`src/design/nhqpt_pkg.sv`:
```
// shared constants, codes and item types for the queue pair tracker
package nhqpt_pkg;

   // field widths
   localparam int PAGE_BITS  = 12;
   localparam int PTR_W      = 16;
   localparam int OPC_W      = 8;
   localparam int ADDR_W     = 32;
   localparam int STAT_W     = 16;
   localparam int CW_W       = 32;
   localparam int CODE_W     = 2;
   localparam int CSR_IDX_W  = 1;
   localparam int CSR_DATA_W = 16;

   // register reset values
   localparam logic [PTR_W-1:0] SQ_MASK_RESET = 16'd63;
   localparam logic [PTR_W-1:0] CQ_MASK_RESET = 16'd255;

   // register indexes
   localparam logic [CSR_IDX_W-1:0] CSR_SQ_MASK = 1'd0;
   localparam logic [CSR_IDX_W-1:0] CSR_CQ_MASK = 1'd1;

   // status codes
   localparam logic [CODE_W-1:0] ST_DONE       = 2'd0;
   localparam logic [CODE_W-1:0] ST_FULL       = 2'd1;
   localparam logic [CODE_W-1:0] ST_MISALIGNED = 2'd2;
   localparam logic [CODE_W-1:0] ST_NOT_READY  = 2'd3;

   // item modes and result kinds
   localparam logic MODE_SUBMIT   = 1'b0;
   localparam logic MODE_COMPLETE = 1'b1;
   localparam logic KIND_SUBMIT   = 1'b0;
   localparam logic KIND_COMPLETE = 1'b1;

   typedef struct packed {
      logic              mode;
      logic [OPC_W-1:0]  opcode;
      logic [ADDR_W-1:0] data_addr;
      logic [STAT_W-1:0] entry_status;
      logic [PTR_W-1:0]  entry_sq_head;
   } req_type;

   typedef struct packed {
      logic              kind;
      logic [CODE_W-1:0] status_code;
      logic [CW_W-1:0]   command_word0;
      logic [PTR_W-1:0]  sq_doorbell;
      logic [PTR_W-1:0]  cq_doorbell;
      logic [PTR_W-1:0]  cq_slot;
      logic              command_ok;
      logic [PTR_W-1:0]  sq_head_seen;
   } rsp_type;

   typedef struct packed {
      logic [PTR_W-1:0] sq_mask;
      logic [PTR_W-1:0] cq_mask;
   } csr_type;

endpackage

```
`src/design/nhqpt_if.sv`:
```
// request and response channel interfaces of the queue pair tracker
interface nhqpt_req_if;
   logic                           valid;
   logic                           ready;
   logic                           mode;
   logic [nhqpt_pkg::OPC_W-1:0]    opcode;
   logic [nhqpt_pkg::ADDR_W-1:0]   data_addr;
   logic [nhqpt_pkg::STAT_W-1:0]   entry_status;
   logic [nhqpt_pkg::PTR_W-1:0]    entry_sq_head;

   modport source (output valid, mode, opcode, data_addr, entry_status, entry_sq_head,
                   input ready);
   modport sink   (input valid, mode, opcode, data_addr, entry_status, entry_sq_head,
                   output ready);
endinterface

interface nhqpt_rsp_if;
   logic                           valid;
   logic                           ready;
   logic                           kind;
   logic [nhqpt_pkg::CODE_W-1:0]   status_code;
   logic [nhqpt_pkg::CW_W-1:0]     command_word0;
   logic [nhqpt_pkg::PTR_W-1:0]    sq_doorbell;
   logic [nhqpt_pkg::PTR_W-1:0]    cq_doorbell;
   logic [nhqpt_pkg::PTR_W-1:0]    cq_slot;
   logic                           command_ok;
   logic [nhqpt_pkg::PTR_W-1:0]    sq_head_seen;

   modport source (output valid, kind, status_code, command_word0, sq_doorbell, cq_doorbell,
                   cq_slot, command_ok, sq_head_seen,
                   input ready);
   modport sink   (input valid, kind, status_code, command_word0, sq_doorbell, cq_doorbell,
                   cq_slot, command_ok, sq_head_seen,
                   output ready);
endinterface

```
`src/design/nhqpt_csr.sv`:
```
// queue mask registers written through the plain csr port
module nhqpt_csr (
   input  logic                             clock,
   input  logic                             reset,
   input  logic                             csr_we,
   input  logic [nhqpt_pkg::CSR_IDX_W-1:0]  csr_index,
   input  logic [nhqpt_pkg::CSR_DATA_W-1:0] csr_wdata,
   output nhqpt_pkg::csr_type               csr_out
);

   nhqpt_pkg::csr_type csr_ff, csr_in;

   // register decode
   always_comb begin
      csr_in = csr_ff;
      if (csr_we) begin
         unique case (csr_index)
            nhqpt_pkg::CSR_SQ_MASK: csr_in.sq_mask = csr_wdata;
            nhqpt_pkg::CSR_CQ_MASK: csr_in.cq_mask = csr_wdata;
            default: ;
         endcase
      end
   end

   always_ff @(posedge clock) begin
      if (reset) begin
         csr_ff.sq_mask <= nhqpt_pkg::SQ_MASK_RESET;
         csr_ff.cq_mask <= nhqpt_pkg::CQ_MASK_RESET;
      end else begin
         csr_ff <= csr_in;
      end
   end

   assign csr_out = csr_ff;

endmodule

```
`src/design/nhqpt_in_reg.sv`:
```
// input register stage holding one request item
module nhqpt_in_reg (
   input  logic               clock,
   input  logic               reset,
   input  logic               in_valid,
   output logic               in_ready,
   input  nhqpt_pkg::req_type in_data,
   output logic               out_valid,
   input  logic               out_take,
   output nhqpt_pkg::req_type out_data
);

   logic               valid_ff;
   nhqpt_pkg::req_type data_ff;

   // free when empty or when the held item moves on this cycle
   assign in_ready = !valid_ff || out_take;

   always_ff @(posedge clock) begin
      if (reset) begin
         valid_ff <= 1'b0;
      end else if (in_ready) begin
         valid_ff <= in_valid;
      end
   end

   always_ff @(posedge clock) begin
      if (in_valid && in_ready) begin
         data_ff <= in_data;
      end
   end

   assign out_valid = valid_ff;
   assign out_data  = data_ff;

endmodule

```
`src/design/nhqpt_core.sv`:
```
// queue pointer state, per-item decision logic and result register
module nhqpt_core (
   input  logic               clock,
   input  logic               reset,
   input  nhqpt_pkg::csr_type csr,
   input  logic               s1_valid,
   input  nhqpt_pkg::req_type s1_data,
   output logic               s1_take,
   output logic               rsp_valid,
   input  logic               rsp_ready,
   output nhqpt_pkg::rsp_type rsp_data
);

   logic [nhqpt_pkg::PTR_W-1:0] sub_tail_ff, sub_tail_in;
   logic [nhqpt_pkg::PTR_W-1:0] sub_head_ff, sub_head_in;
   logic [nhqpt_pkg::PTR_W-1:0] comp_head_ff, comp_head_in;
   logic                        phase_ff, phase_in;
   logic                        rsp_valid_ff;
   nhqpt_pkg::rsp_type          rsp_ff, rsp_in;

   logic [nhqpt_pkg::PTR_W-1:0] next_tail;
   logic [nhqpt_pkg::PTR_W-1:0] next_head;
   logic                        sq_full;
   logic                        misaligned;
   logic                        phase_match;

   // item moves into the result register when that register is free
   assign s1_take = s1_valid && (!rsp_valid_ff || rsp_ready);

   // masked pointer increments and checks
   assign next_tail   = (sub_tail_ff + 16'd1) & csr.sq_mask;
   assign next_head   = (comp_head_ff + 16'd1) & csr.cq_mask;
   assign sq_full     = (next_tail == sub_head_ff);
   assign misaligned  = (s1_data.data_addr[nhqpt_pkg::PAGE_BITS-1:0] != '0);
   assign phase_match = (s1_data.entry_status[0] == phase_ff);

   // next state and result
   always_comb begin
      sub_tail_in  = sub_tail_ff;
      sub_head_in  = sub_head_ff;
      comp_head_in = comp_head_ff;
      phase_in     = phase_ff;
      rsp_in       = '0;
      if (s1_data.mode == nhqpt_pkg::MODE_SUBMIT) begin
         rsp_in.kind = nhqpt_pkg::KIND_SUBMIT;
         if (sq_full) begin
            rsp_in.status_code = nhqpt_pkg::ST_FULL;
         end else if (misaligned) begin
            rsp_in.status_code = nhqpt_pkg::ST_MISALIGNED;
         end else begin
            rsp_in.status_code   = nhqpt_pkg::ST_DONE;
            rsp_in.command_word0 = {sub_tail_ff, 8'd0, s1_data.opcode};
            sub_tail_in          = next_tail;
         end
      end else begin
         rsp_in.kind = nhqpt_pkg::KIND_COMPLETE;
         if (!phase_match) begin
            rsp_in.status_code = nhqpt_pkg::ST_NOT_READY;
         end else begin
            rsp_in.status_code = nhqpt_pkg::ST_DONE;
            rsp_in.command_ok  = (s1_data.entry_status[7:1] == 7'd0);
            // phase flips whenever the head wraps round
            if (next_head < comp_head_ff) begin
               phase_in = !phase_ff;
            end
            comp_head_in = next_head;
            sub_head_in  = s1_data.entry_sq_head;
         end
      end
      rsp_in.sq_doorbell  = sub_tail_in;
      rsp_in.cq_doorbell  = comp_head_in;
      rsp_in.cq_slot      = comp_head_in;
      rsp_in.sq_head_seen = sub_head_in;
   end

   // pointer state
   always_ff @(posedge clock) begin
      if (reset) begin
         sub_tail_ff  <= '0;
         sub_head_ff  <= '0;
         comp_head_ff <= '0;
         phase_ff     <= 1'b1;
      end else if (s1_take) begin
         sub_tail_ff  <= sub_tail_in;
         sub_head_ff  <= sub_head_in;
         comp_head_ff <= comp_head_in;
         phase_ff     <= phase_in;
      end
   end

   // result register
   always_ff @(posedge clock) begin
      if (reset) begin
         rsp_valid_ff <= 1'b0;
      end else if (!rsp_valid_ff || rsp_ready) begin
         rsp_valid_ff <= s1_valid;
      end
   end

   always_ff @(posedge clock) begin
      if (s1_take) begin
         rsp_ff <= rsp_in;
      end
   end

   assign rsp_valid = rsp_valid_ff;
   assign rsp_data  = rsp_ff;

endmodule

```
`src/design/nvme_host_queue_pair_tracker.sv`:
```
// host-side nvme submission/completion queue pair pointer tracker
// path: a request passes the input register, then the result register, before its response is valid
// throughput: one item per cycle while responses are taken; pointers load with the result
// a waiting response blocks the next item, which waits in the input register
// reset (synchronous, active high): tail, heads cleared, expected phase one,
// sq_mask 63, cq_mask 255, both stages empty
module nvme_host_queue_pair_tracker (
   input  logic                             clock,
   input  logic                             reset,
   nhqpt_req_if.sink                        req_chan,
   nhqpt_rsp_if.source                      rsp_chan,
   input  logic                             csr_we,
   input  logic [nhqpt_pkg::CSR_IDX_W-1:0]  csr_index,
   input  logic [nhqpt_pkg::CSR_DATA_W-1:0] csr_wdata
);

   nhqpt_pkg::csr_type csr;
   nhqpt_pkg::req_type req_data;
   nhqpt_pkg::req_type s1_data;
   nhqpt_pkg::rsp_type rsp_data;
   logic               s1_valid;
   logic               s1_take;
   logic               rsp_valid;

   // request payload into a struct
   assign req_data.mode          = req_chan.mode;
   assign req_data.opcode        = req_chan.opcode;
   assign req_data.data_addr     = req_chan.data_addr;
   assign req_data.entry_status  = req_chan.entry_status;
   assign req_data.entry_sq_head = req_chan.entry_sq_head;

   nhqpt_csr u_csr (
      .clock     (clock),
      .reset     (reset),
      .csr_we    (csr_we),
      .csr_index (csr_index),
      .csr_wdata (csr_wdata),
      .csr_out   (csr)
   );

   nhqpt_in_reg u_in_reg (
      .clock     (clock),
      .reset     (reset),
      .in_valid  (req_chan.valid),
      .in_ready  (req_chan.ready),
      .in_data   (req_data),
      .out_valid (s1_valid),
      .out_take  (s1_take),
      .out_data  (s1_data)
   );

   nhqpt_core u_core (
      .clock     (clock),
      .reset     (reset),
      .csr       (csr),
      .s1_valid  (s1_valid),
      .s1_data   (s1_data),
      .s1_take   (s1_take),
      .rsp_valid (rsp_valid),
      .rsp_ready (rsp_chan.ready),
      .rsp_data  (rsp_data)
   );

   // response payload out of the struct
   assign rsp_chan.valid         = rsp_valid;
   assign rsp_chan.kind          = rsp_data.kind;
   assign rsp_chan.status_code   = rsp_data.status_code;
   assign rsp_chan.command_word0 = rsp_data.command_word0;
   assign rsp_chan.sq_doorbell   = rsp_data.sq_doorbell;
   assign rsp_chan.cq_doorbell   = rsp_data.cq_doorbell;
   assign rsp_chan.cq_slot       = rsp_data.cq_slot;
   assign rsp_chan.command_ok    = rsp_data.command_ok;
   assign rsp_chan.sq_head_seen  = rsp_data.sq_head_seen;

   // request side stalls only while an item is held in the input register
   a_stall_needs_item: assert property (@(posedge clock) disable iff (reset)
      !req_chan.ready |-> s1_valid)
      else $error("request stalled with empty input register");

   // a held item moves on as soon as the result register frees up
   a_item_moves: assert property (@(posedge clock) disable iff (reset)
      (s1_valid && (!rsp_valid || rsp_chan.ready)) |=> rsp_valid)
      else $error("item lost between input and result register");

   // completion answers never carry a command word
   a_cpl_no_cmd: assert property (@(posedge clock) disable iff (reset)
      (rsp_valid && rsp_chan.kind == nhqpt_pkg::KIND_COMPLETE) |-> rsp_chan.command_word0 == '0)
      else $error("command word on completion answer");

   // command ok only on a consumed completion entry
   a_ok_only_done: assert property (@(posedge clock) disable iff (reset)
      (rsp_valid && rsp_chan.command_ok) |->
         (rsp_chan.kind == nhqpt_pkg::KIND_COMPLETE && rsp_chan.status_code == nhqpt_pkg::ST_DONE))
      else $error("command ok without consumed entry");

endmodule

```
`src/flat_wrapper.sv`:
```
// flat-port wrapper written by rule: the top's interface ports become plain ports
module nvme_host_queue_pair_tracker_flat 
  (clock, reset, csr_we, csr_index, csr_wdata, req_chan_valid, req_chan_mode, req_chan_opcode, req_chan_data_addr, req_chan_entry_status, req_chan_entry_sq_head, req_chan_ready, rsp_chan_valid, rsp_chan_kind, rsp_chan_status_code, rsp_chan_command_word0, rsp_chan_sq_doorbell, rsp_chan_cq_doorbell, rsp_chan_cq_slot, rsp_chan_command_ok, rsp_chan_sq_head_seen, rsp_chan_ready);
  nhqpt_req_if req_chan_i ();
  nhqpt_rsp_if rsp_chan_i ();
  input  logic clock;
  input  logic reset;
  input  logic csr_we;
  input  logic [nhqpt_pkg::CSR_IDX_W-1:0] csr_index;
  input  logic [nhqpt_pkg::CSR_DATA_W-1:0] csr_wdata;
  input wire logic [$bits(req_chan_i.valid)-1:0] req_chan_valid;
  input wire logic [$bits(req_chan_i.mode)-1:0] req_chan_mode;
  input wire logic [$bits(req_chan_i.opcode)-1:0] req_chan_opcode;
  input wire logic [$bits(req_chan_i.data_addr)-1:0] req_chan_data_addr;
  input wire logic [$bits(req_chan_i.entry_status)-1:0] req_chan_entry_status;
  input wire logic [$bits(req_chan_i.entry_sq_head)-1:0] req_chan_entry_sq_head;
  output wire logic [$bits(req_chan_i.ready)-1:0] req_chan_ready;
  output wire logic [$bits(rsp_chan_i.valid)-1:0] rsp_chan_valid;
  output wire logic [$bits(rsp_chan_i.kind)-1:0] rsp_chan_kind;
  output wire logic [$bits(rsp_chan_i.status_code)-1:0] rsp_chan_status_code;
  output wire logic [$bits(rsp_chan_i.command_word0)-1:0] rsp_chan_command_word0;
  output wire logic [$bits(rsp_chan_i.sq_doorbell)-1:0] rsp_chan_sq_doorbell;
  output wire logic [$bits(rsp_chan_i.cq_doorbell)-1:0] rsp_chan_cq_doorbell;
  output wire logic [$bits(rsp_chan_i.cq_slot)-1:0] rsp_chan_cq_slot;
  output wire logic [$bits(rsp_chan_i.command_ok)-1:0] rsp_chan_command_ok;
  output wire logic [$bits(rsp_chan_i.sq_head_seen)-1:0] rsp_chan_sq_head_seen;
  input wire logic [$bits(rsp_chan_i.ready)-1:0] rsp_chan_ready;
  assign req_chan_i.valid = req_chan_valid;
  assign req_chan_i.mode = req_chan_mode;
  assign req_chan_i.opcode = req_chan_opcode;
  assign req_chan_i.data_addr = req_chan_data_addr;
  assign req_chan_i.entry_status = req_chan_entry_status;
  assign req_chan_i.entry_sq_head = req_chan_entry_sq_head;
  assign req_chan_ready = req_chan_i.ready;
  assign rsp_chan_valid = rsp_chan_i.valid;
  assign rsp_chan_kind = rsp_chan_i.kind;
  assign rsp_chan_status_code = rsp_chan_i.status_code;
  assign rsp_chan_command_word0 = rsp_chan_i.command_word0;
  assign rsp_chan_sq_doorbell = rsp_chan_i.sq_doorbell;
  assign rsp_chan_cq_doorbell = rsp_chan_i.cq_doorbell;
  assign rsp_chan_cq_slot = rsp_chan_i.cq_slot;
  assign rsp_chan_command_ok = rsp_chan_i.command_ok;
  assign rsp_chan_sq_head_seen = rsp_chan_i.sq_head_seen;
  assign rsp_chan_i.ready = rsp_chan_ready;
  nvme_host_queue_pair_tracker u_core (.clock(clock), .reset(reset), .req_chan(req_chan_i), .rsp_chan(rsp_chan_i), .csr_we(csr_we), .csr_index(csr_index), .csr_wdata(csr_wdata));
endmodule
```
`config.mk`:
```
export PLATFORM = sky130hd
export DESIGN_NAME = nvme_host_queue_pair_tracker_flat
export DESIGN_NICKNAME = d
export VERILOG_FILES = /design/src/design/nhqpt_pkg.sv /design/src/design/nhqpt_if.sv /design/src/design/nhqpt_csr.sv /design/src/design/nhqpt_in_reg.sv /design/src/design/nhqpt_core.sv /design/src/design/nvme_host_queue_pair_tracker.sv /design/src/flat_wrapper.sv
export SDC_FILE = /design/constraint.sdc
export NUM_CORES = 1
export LEC_CHECK = 0
export ABC_AREA = 0
export BUFFER_PORTS_ARGS = -buffer_cell sky130_fd_sc_hd__buf_4
export CAP_MARGIN = 10
export CORE_ASPECT_RATIO = 0.9
export CORE_UTILIZATION = 59
export DETAILED_ROUTE_END_ITERATION = 16
export PLACE_DENSITY = 0.82
export SYNTH_ARGS = -nofsm -noshare
export SYNTH_HDL_FRONTEND = slang
export SYNTH_SLANG_ARGS = --single-unit
```
`constraint.sdc`:
```
create_clock -name clock -period 9.84 [get_ports clock]
set_clock_uncertainty 0.15 [all_clocks]
set_input_delay 0.984 -clock clock [delete_from_list [all_inputs] [get_ports clock]]
set_output_delay 0.984 -clock clock [all_outputs]
set_load 0.005 [all_outputs]
```
==> metrics.cfg <==
[cells_and_area]
drive_gt1_frac=0.2018
multiInputGateArea_um2=3602
antenna_cells=0
nets=1177
fin_util=0.7215
num-fill-cells=1169
synthToLayoutAreaGrowth_pct=19.05
seqCellArea_um2=5295

[synth]
synth_top_area_share=0.3869
async_flop_share=0
yosys-top-cells-count=nand2_1 (209), edfxtp_1 (121), dfxtp_1 (83)
synth_top_cell_by_area=edfxtp_1
yosys_most_used_dff=edfxtp_1
synth_most_common_cell=nand2_1
syn_avg_cell_area_um2=9.843
yosysSeqAreaShare=0.5639
ys.warnings.count=0
synth-edff-count=121
ys_ff_latch=204
synthCells=954
syn_area_um2=9390
ys_top_cells_by_area=edfxtp_1 (39%), dfxtp_1 (18%), nand2_1 (8.4%), a21oi_1 (3.6%), o21ai_0 (2.9%)
synth_cell_type_count=69

[clock_tree]
clk_pin_slew_ps=60
cts_buffers=21
hold_buffers=0
cts_buffer_depth=3
cts_tree=yes
clock-root-buffer=clkbuf_16
clock_latency_ps=500
post_cts_resized=0
postCtsSetupRepairBufs=0
htree_num_levels=1
cts.sinks=204

[floorplanning]
start_util=0.6060
coreArea_um2=15490
fp.dieW_um=135.0
die_area_um2=16430
io-pin-count=197
die-height_um=121.7
placementRows=43

[timing]
hold_violations=0
fin_setup_tns_ps=0
setup_ws_ps=5554
worst_slew_pin_slew_ps=1128
setup_viol_count_final=0
fmax_mhz=233.3
slew_headroom=0.2468
rsz0062_at_grt=false
post-route-period-util=0.4355
layout_min_cycle_time_ps=4286
drv_slew=0

[power]
p_int_w=0.001445
clkPwrFrac=0.417
p_sw_frac=0.2222
max-vdd-ir-drop_uv=158.0
pwr-share-comb=0.065
pwr-share-seq=0.518
leakage_nw=4.183
p_sw_w=0.0004129
p_per_area_nw_per_um2=166.2

[drt]
dr.pass1.iters=5
wirelength_mm=22.10
remaining_drc_errors=0
first_iter_violations=611
vias_per_cell=5.822
drt.antenna.violating_nets=0
drt-wirelength-per-cell_um=17.17
vias=7493

[global_routing]
grt_use_total=0.2742
grt_pass1_wl_mm=35.09
grt_overflow_total=0
grt_max_degree=81
antenna_found_initial=0
grt_pass1_vias=6860

[worst_hold_path]
min_path_type=register to register
hold_path_end=u_core.u_csr.csr_out[12]$_SDFFE_PP0P_
min_path_cells=2
worstHoldStart=u_core.u_csr.csr_out[12]$_SDFFE_PP0P_

[critical_path]
reg2reg_depth=9
critical_path_class=register to register
crit_path_start_kind=register
cp_max_fo=20
end_kind=register
reg2reg_from=u_core.u_core.sub_tail_ff[0]$_SDFFE_PP0P_
r2r_end=u_core.u_core.rsp_data[68]$_SDFFCE_PP0P_
reg2reg_slack_ps=5550
worstPathRequired_ps=9940
arrival_ps=4390

[run]
cap_violations=0

[run_status]
status=completed

[placed_design]
place_hpwl_mm=15.14
io_buffers=160
place.gp.congestion=0.8897
dp_slack_ps=5471

sequential cells by signal, summed over array words and instances (netlist names):
name and cells:
u_core.u_core.comp_head_ff 16, u_core.u_core.rsp_data 76, u_core.u_core.sub_tail_ff 16, u_core.u_csr.csr_out 32
u_core.u_in_reg.out_valid 1, u_core.u_core.sub_head_ff 16, u_core.u_core.rsp_valid 1, u_core.u_in_reg.out_data 45
u_core.u_core.phase_ff 1
cell families after synthesis:
| group | Yosys count | synth area share |
|---|---|---|
| xor+xnor | 19 | 0.01772 |
| simple gates | 417 | 0.2172 |
| buf+inv | 107 | 0.05596 |
| mux | 6 | 0.006795 |
| compound gates | 188 | 0.1221 |
| flops | 204 | 0.5639 |
| other cells | 1 | 0.0003994 |
| fa+ha+maj | 12 | 0.01599 |
worst max-delay path by stage:
stage | startpoint | cells past startpoint | to | slack, ps
5_1_grt | u_core.u_core.sub_tail_ff[0]$_SDFFE_PP0P_ | 9 | u_core.u_core.rsp_data[70]$_SDFFCE_PP0P_ | 5310
3_3_place_gp | u_core.u_core.sub_tail_ff[0]$_SDFFE_PP0P_ | 8 | u_core.u_core.rsp_data[49]$_DFFE_PP_ | 5510
3_5_place_dp | u_core.u_core.sub_tail_ff[0]$_SDFFE_PP0P_ | 8 | u_core.u_core.rsp_data[49]$_DFFE_PP_ | 5470
4_1_cts | u_core.u_core.sub_tail_ff[0]$_SDFFE_PP0P_ | 8 | u_core.u_core.rsp_data[49]$_DFFE_PP_ | 5450
2_1_floorplan | rsp_chan_ready | 7 | u_core.u_core.sub_tail_ff[10]$_SDFFE_PP0P_ | 5740
6_report | u_core.u_core.sub_tail_ff[0]$_SDFFE_PP0P_ | 9 | u_core.u_core.rsp_data[68]$_SDFFCE_PP0P_ | 5550
cells in the final DEF (no fill, tap or decap), types with 13 or more instances in the layout:
master,instances
a21oi_1,67
o21ai_0,54
buf_4,165
nor2_1,34
clkbuf_16,22
inv_1,26
dfxtp_1,83
nand2_1,209
xnor2_1,13
edfxtp_1,121
and2_1,33
nand4_1,16
nand3_1,30
critical path: stages, from the launching register on:
cell and delay [ps]:
dfxtp_1 550, ha_1 440, nand3_2 240, nor3_1 320, mux2_2 390, xnor2_1 120
or4_4 600, nor2_2 620, nor3_2 340, and2_1 270
power by group through the flow:
| stage | clock network, W | registers (W) | logic (W) |
|---|---|---|---|
| after floorplan | 0 | 0.000976 | 0.0000611 |
| after global placement | 0 | 0.000979 | 0.000118 |
| after detailed placement | 0 | 0.000980 | 0.000120 |
| after CTS | 0.000783 | 0.000963 | 0.000121 |
| after global routing | 0.000817 | 0.000966 | 0.000133 |
| final | 0.000775 | 0.000963 | 0.000121 |
through the flow:
step	total power (W)	cell area, um2	cells	hold slack, ps
floorplan	0.001037	9417	961	281.7
global placement	0.001097	10490	1248	293.0
detailed placement	0.001100	10490	1248	294.1
CTS	0.001867	11160	1286	302.8
global route	0.001917	11180	1287	349.4
finish	0.001858	11180	1287	306.3
routing by layer:
metal	routed length (um)	share of wire	track usage
met1	9564	0.43	0.3811
met2	10270	0.46	0.4430
met3	1826	0.083	0.05160
met4	443	0.020	0.07303
met5	0	0	0
final cells by class:
cell class | count | area share
well taps | 202 | 0.02261
flip-flops and latches | 204 | 0.4736
repair buffers | 166 | 0.1121
inverters | 27 | 0.009177
clock inverters | 13 | 0.008170
clock buffers | 25 | 0.05204
multi-input cells | 650 | 0.3222
No activity file was read; power rests on OpenSTA's default activity.
